==> src/rtl/mwsg_pkg.sv <==
// Shared types and constants of the multi-waveform sample generator.
// No dependencies; used by every module under rtl/.
package mwsg_pkg;

   // Parameter defaults
   localparam int INDEX_BITS_DEFAULT      = 16;
   localparam int SAMPLE_BITS_DEFAULT     = 16;
   localparam int SINE_TABLE_BITS_DEFAULT = 10;

   // Fixed field widths
   localparam int AMP_BITS      = 15;
   localparam int PHASE_BITS    = 32;
   localparam int POS_BITS      = 16;
   localparam int LENGTH_BITS   = 17;
   localparam int MAG_BITS      = 16;
   localparam int ENTRY_BITS    = 16;
   localparam int CSR_DATA_BITS = 32;
   localparam int CSR_IDX_BITS  = 3;

   // Divider shape: 32-bit dividend, 8 restoring steps per stage
   localparam int DIVIDEND_BITS = 32;
   localparam int DIV_STEPS     = 8;

   // Sine table generation constants, Q30
   localparam logic [63:0] HALF_PI_Q30 = 64'd1686629713;
   localparam logic [63:0] Q30_ONE     = 64'd1 << 30;

   // Reset values
   localparam logic [AMP_BITS-1:0]    AMP_RESET    = AMP_BITS'(1);
   localparam logic [POS_BITS-1:0]    TRAIN_RESET  = POS_BITS'(1);
   localparam logic [LENGTH_BITS-1:0] LENGTH_RESET = LENGTH_BITS'(1024);

   typedef enum logic [2:0] {
      MODE_OFF,
      MODE_NEG_SINE,
      MODE_COSINE,
      MODE_IMPULSE,
      MODE_TRAIN,
      MODE_UNIFORM,
      MODE_TRIANGLE,
      MODE_RECTANGLE
   } mode_type;

   typedef enum logic [CSR_IDX_BITS-1:0] {
      CSR_MODE,
      CSR_AMPLITUDE,
      CSR_PHASE_STEP,
      CSR_PHASE_OFFSET,
      CSR_CENTER,
      CSR_PULSE_WIDTH,
      CSR_TRAIN_INTERVAL,
      CSR_LENGTH
   } csr_index_type;

   // Per-request flags that travel down the pipeline
   typedef struct packed {
      logic oor;       // index at or beyond length
      logic last;      // index is length - 1
      logic imp_hit;   // index equals center
      logic zero_idx;  // index is zero
      logic tri_win;   // inside triangle support
      logic rect_win;  // inside rectangle support
   } ctl_type;

endpackage

==> src/rtl/mwsg_div_pipe.sv <==
// Pipelined restoring divider: quotient and remainder, a few steps per stage.
// Depends on mwsg_pkg for default widths.
module mwsg_div_pipe #(
   parameter int DIVIDEND_BITS   = mwsg_pkg::DIVIDEND_BITS,
   parameter int DIVISOR_BITS    = mwsg_pkg::POS_BITS,
   parameter int STEPS_PER_STAGE = mwsg_pkg::DIV_STEPS
) (
   input  logic                     clock,
   input  logic                     enable,
   input  logic [DIVIDEND_BITS-1:0] dividend,
   input  logic [DIVISOR_BITS-1:0]  divisor,
   output logic [DIVIDEND_BITS-1:0] quotient,
   output logic [DIVISOR_BITS-1:0]  remainder
);
   import mwsg_pkg::*;

   localparam int STAGES = DIVIDEND_BITS / STEPS_PER_STAGE;

   // Bank 0 holds the operands; bank s holds the state after s stages.
   // nq shifts dividend bits out of the top and quotient bits in at the bottom.
   // The divisor is only needed by the stages that still run steps.
   logic [DIVIDEND_BITS-1:0] nq_ff  [STAGES+1];
   logic [DIVISOR_BITS-1:0]  rem_ff [STAGES+1];
   logic [DIVISOR_BITS-1:0]  den_ff [STAGES];
   logic [DIVIDEND_BITS-1:0] nq_in  [STAGES];
   logic [DIVISOR_BITS-1:0]  rem_in [STAGES];

   // Restoring steps of every stage
   always_comb begin
      logic [DIVISOR_BITS:0]    trial;
      logic [DIVISOR_BITS-1:0]  r;
      logic [DIVIDEND_BITS-1:0] nq;
      for (int s = 0; s < STAGES; s++) begin
         r  = rem_ff[s];
         nq = nq_ff[s];
         for (int j = 0; j < STEPS_PER_STAGE; j++) begin
            trial = {r, nq[DIVIDEND_BITS-1]};
            nq    = {nq[DIVIDEND_BITS-2:0], 1'b0};
            if (trial >= {1'b0, den_ff[s]}) begin
               trial = trial - {1'b0, den_ff[s]};
               nq[0] = 1'b1;
            end
            r = trial[DIVISOR_BITS-1:0];
         end
         nq_in[s]  = nq;
         rem_in[s] = r;
      end
   end

   always_ff @(posedge clock) begin
      if (enable) begin
         nq_ff[0]  <= dividend;
         rem_ff[0] <= '0;
         den_ff[0] <= divisor;
         for (int s = 0; s < STAGES; s++) begin
            nq_ff[s+1]  <= nq_in[s];
            rem_ff[s+1] <= rem_in[s];
         end
         for (int s = 1; s < STAGES; s++) begin
            den_ff[s] <= den_ff[s-1];
         end
      end
   end

   assign quotient  = nq_ff[STAGES];
   assign remainder = rem_ff[STAGES];

endmodule

==> config.mk <==
export PLATFORM = sky130hd
export DESIGN_NAME = mwsg_div_pipe
export DESIGN_NICKNAME = d
export VERILOG_FILES = /design/src/rtl/mwsg_pkg.sv /design/src/rtl/mwsg_div_pipe.sv
export SDC_FILE = /design/constraint.sdc
export NUM_CORES = 2
export LEC_CHECK = 0
export BUFFER_PORTS_ARGS = -buffer_cell sky130_fd_sc_hd__buf_2
export CAP_MARGIN = 20
export CELL_PAD_IN_SITES_DETAIL_PLACEMENT = 1
export CELL_PAD_IN_SITES_GLOBAL_PLACEMENT = 1
export CORE_ASPECT_RATIO = 1.4
export CORE_MARGIN = 2
export CORE_UTILIZATION = 46
export DETAILED_ROUTE_END_ITERATION = 8
export GPL_TIMING_DRIVEN = 1
export PLACE_DENSITY_LB_ADDON = 0.1
export RECOVER_POWER = 25
export SETUP_SLACK_MARGIN = 0.05
export SLEW_MARGIN = 15
export SYNTH_ARGS = -nofsm -noshare
export SYNTH_HDL_FRONTEND = slang
export SYNTH_SLANG_ARGS = --single-unit
export TNS_END_PERCENT = 50
==> constraint.sdc <==
create_clock -name clock -period 24.3 [get_ports clock]
set_clock_uncertainty 0.05 [all_clocks]
set_input_delay 6.075 -clock clock [delete_from_list [all_inputs] [get_ports clock]]
set_output_delay 6.075 -clock clock [all_outputs]
set_load 0.01 [all_outputs]
### Word-level counts from Yosys, hierarchy flattened

Memory sizes are Yosys's and may differ from the RTL's.
Index checks and enable logic that the tools add are counted.

| operators by class | value |
|---|---|
| magnitude comparators | 32 |
| multiplexer cells | 66 |
| $add $sub $neg | 32 |

Operator list:

| cell | count |
|---|---|
| >= comparator 17 x 16 -> 1 bit | 32 |
| 2-to-1 mux 16 bit | 32 |
| subtractor 16 bit | 32 |
| 2-to-1 mux 1 bit | 34 |

| word-level totals | value |
|---|---|
| register bits after elaboration | 0 |
| bits in writable memories | 304 |
| word-level logic and storage cells | 133 |
| memories kept | 3 |
| input bits | 50 |
| output and inout bits | 48 |

Memories:

| name | depth | width | read ports | clocked after Yosys merged registers in | wr ports | line | RTL |
|---|---|---|---|---|---|---|---|
| nq_ff | 5 | 32 | 5 | 0 | 5 | mwsg_div_pipe.sv:22 | `logic [DIVIDEND_BITS-1:0] nq_ff [STAGES+1];` |
| rem_ff | 5 | 16 | 5 | 0 | 5 | mwsg_div_pipe.sv:23 | `logic [DIVISOR_BITS-1:0] rem_ff [STAGES+1];` |
| den_ff | 4 | 16 | 4 | 0 | 4 | mwsg_div_pipe.sv:24 | `logic [DIVISOR_BITS-1:0] den_ff [STAGES];` |

### Depth between registers and ports, before layout

| depth | value |
|---|---|
| word-level depth | 16 |
| mapped depth | 112 |
| gate-level depth less buffers | 102 |

### Worst setup path after synthesis

No wires, ideal clock.

| path | value |
|---|---|
| kind | register to register |
| start | memory den_ff[3][1] (netlist bit) |
| end | memory rem_ff[0][71] (netlist bit) (data pin) |
| path slack | 1.656 ns |
| cell stages (with the launch flop) | 107 |
| path buffers | 11 |
| setup time | 0.260 ns |
| arrival time | 22.335 ns |
| clock period less this slack | 22.644 ns |
| data required time | 23.990 ns |
| path through | edfxtp_1 > inv_1 > ha_1 > nand4_1 > or4_1 > nor2b_4 > a31oi_4 > buf_2 > buf_1 > nand2_1 > o21ai_0 > inv_1 > ha_1 > nor2b_1 > o31a_1 > o211a_1 > o211ai_1 > o2111a_1 > (+71 left out) > a221oi_4 > inv_2 > buf_6 > mux2_2 > ha_1 > a21boi_0 > o21ai_0 > a21boi_0 > o21ai_0 > a21o_1 > a21oi_1 > a21o_1 > a21o_1 > a2111oi_0 > o21bai_1 > a211oi_4 > buf_6 > mux2_2 |

RTL lines:

| what | line |
|---|---|
| from (decl) | mwsg_div_pipe.sv:24 |
| to (decl) | mwsg_div_pipe.sv:23 |

==> results.cfg <==
[status]
status = finished, final reports clean

[clock_tree]
cts.htree.levels = 2
path_clk_slew_ns = 0.07
cts_root_buf = clkbuf_16
cts_buffer_depth = 3
tritoncts = built
cts_buffers = 36
clock_sinks = 288
clkLatencyLatePin_ns = 0.60

[floorplanning]
fp.dieH_um = 344
ios = 98
die-area_um2 = 84700
core_um2 = 81600
rows = 124
start_util_pct = 46.4
die_w_um = 247

[route]
drt_drc_violations_left = 0
num_vias = 33646
vias_per_cell = 6.12
routed_wl_um = 127000
antenna_left = 0
drt_iter0_drc = 1685
firstDrtPassIters = 5
wire_per_inst_um = 23.1

[setup_path]
cp_max_fo = 21
cp_top_family = compound AO/OA/AOI/OAI gates
start_kind = register
cp-end-kind = register
critPathSlowestCell = or3b_2
crit_top_cell = o21ai_0
critical_path_class = register to register
cp.arrival_ns = 22.93
slowest_delay_ns = 0.50
path_buf_inv = 12
required_ns = 24.57

[yosys]
syn_inst = 4265
synthSimpleGateAreaFrac_pct = 15.3
ys_seq_elements = 288
synth_area_um2 = 37900
synth_compound_area_share_pct = 20.6
synth_cell_types = 101
yosysWarnings = 0
syn_avg_cell_area_um2 = 8.89
synthAdderAreaFrac_pct = 18.1
ys_seq_area_share_pct = 22.8
synth_top_family_by_area = compound AO/OA/AOI/OAI gates
synthMuxAreaShare_pct = 10.9
synthXorXnorAreaFrac_pct = 7.90
synth_edf_count = 288
synth_nets = 4844
yosys_most_used_dff = edfxtp_1
synthArstFlopShare_pct = 0

[cells_and_area]
final_nets = 4976
finalCoreUtilization_pct = 50.5
drive_above_1_share_pct = 15.2
insertedDiodeCount = 0
area_growth_pct = 8.77

[sta]
fmax_ghz = 0.0441
rsz0062_at_grt = yes
tightest_slew_ns = 1.41
whs_ns = 0.354
slew_violations = 0
finalHoldViolations = 0
setup-violations-final = 0
max_slew_margin_pct = 5.94
post-route-min-period_ns = 22.66
period_share_pct = 93.2

[grt]
grt_max_degree = 106
grtUsageTotal_pct = 29.3
grt_pass1_wl_um = 195000
grt_antenna_before_repair = 2
grt_pass1_vias = 35361
grt-ovfl-total = 0

[placement]
portBuffers = 97
hpwl_um = 99800
place.gp.congestion = 0.908

[hold_path]
hold_class = register to register

[job]
drv_cap = 0
==> per-stage QoR <==
step	instances	setup slack [ns]	cell area, µm²	setup TNS, ns
after floorplan	4265	1.66	37900	0
after global placement	5407	0.481	39700	0
after detailed placement	5407	0.247	39700	0
after CTS	5472	0.161	40900	0
after global routing	5495	-0.0702	41200	-0.826
final	5495	1.64	41200	0
==> final cells by class <==
class | instances | area, µm²
clock buffer | 36 | 901
clock inverter | 29 | 285
fill | 9746 | 40400
inverter | 267 | 1040
multi-input combinational | 3600 | 27700
sequential | 288 | 8650
tap | 1071 | 1340
timing repair buffer | 204 | 1330
==> worst paths after layout <==
path	from	to	slack, ns	cells past startpoint
hold / removal	nq_ff[0][117]	nq_ff[0][157]	0.35	0
setup / recovery	den_ff[1][8]	rem_ff[0][44]	1.64	96
setup reg to reg	den_ff[1][8]	rem_ff[0][44]	1.64	96
hold reg to reg	nq_ff[0][117]	nq_ff[0][157]	0.35	0
==> cell usage after synthesis, types with 13 or more instances <==
master | instances | share of area [%]
a211o_1 | 14 | 0.32
a211oi_1 | 41 | 0.81
a21boi_0 | 34 | 0.67
a21o_1 | 125 | 2.5
a21oi_1 | 338 | 4.5
a31oi_1 | 25 | 0.41
and2_1 | 16 | 0.26
and3_1 | 33 | 0.54
buf_2 | 17 | 0.22
buf_4 | 49 | 0.97
clkbuf_1 | 28 | 0.28
edfxtp_1 | 288 | 23
fa_1 | 31 | 1.6
ha_1 | 498 | 16
inv_1 | 252 | 2.5
inv_2 | 13 | 0.13
mux2_2 | 299 | 8.9
mux2i_1 | 65 | 1.7
nand2_1 | 235 | 2.3
nand2b_1 | 50 | 0.83
nand3_1 | 83 | 1.1
nand4_1 | 87 | 1.4
nor2_1 | 328 | 3.2
nor2b_1 | 88 | 1.5
nor3_1 | 119 | 1.6
nor4_1 | 30 | 0.50
o211ai_1 | 34 | 0.67
o21a_1 | 89 | 1.8
o21ai_0 | 244 | 3.2
o21bai_1 | 37 | 0.73
o31a_1 | 24 | 0.55
o31ai_1 | 24 | 0.48
or2_2 | 26 | 0.43
or3_1 | 22 | 0.36
xnor2_1 | 250 | 5.8
xor2_1 | 92 | 2.1
==> what timing repair did <==
| action | CTS | global route |
|---|---|---|
| endpoints found under the setup margin | 0 | 68 |
| setup buffers | 0 | 23 |
| hold buffers | 0 | 0 |
| resized for setup | 0 | 41 |
==> logic make-up (layout without fill, tap and decap cells) <==
logic type,Yosys count,count (layout)
muxes,371,371
adders and majority gates,529,529
AOI/OAI and AO/OA,1186,1186
and+or+nand+nor,1172,1172
xor gates and xnor gates,342,342
buffers and inverters,377,536
DFF,288,288
==> metal layers <==
metal | wire [µm] | track usage, % | vias to the layer above
met3 | 3080 | 2.56 | 254
met1 | 51200 | 32.8 | 16604
li1 | - | - | 16238
met2 | 66900 | 56.4 | 548
met4 | 5510 | 12.0 | 2
met5 | 16 | 0 | -
==> placed cells by master, fill, tap and decap left out, types with 33 or more instances in the layout <==
cell type	n
a211oi_1	40
a21boi_0	33
a21o_1	125
a21oi_1	334
and3_1	33
buf_2	96
buf_4	102
clkbuf_16	36
edfxtp_1	288
ha_1	498
inv_1	244
mux2_2	299
mux2i_1	62
nand2_1	233
nand2b_1	50
nand3_1	83
nand4_1	87
nor2_1	328
nor2b_1	88
nor3_1	118
o211ai_1	34
o21a_1	89
o21ai_0	237
o21bai_1	37
xnor2_1	250
xor2_1	92
==> registers in the layout (all words and copies together), names as in the netlist <==
register,flops
den_ff,64
nq_ff,160
rem_ff,64
Power is left out: the tool's default activity adds up to more than one toggle a clock period on the data nets, which glitch-free logic cannot reach.
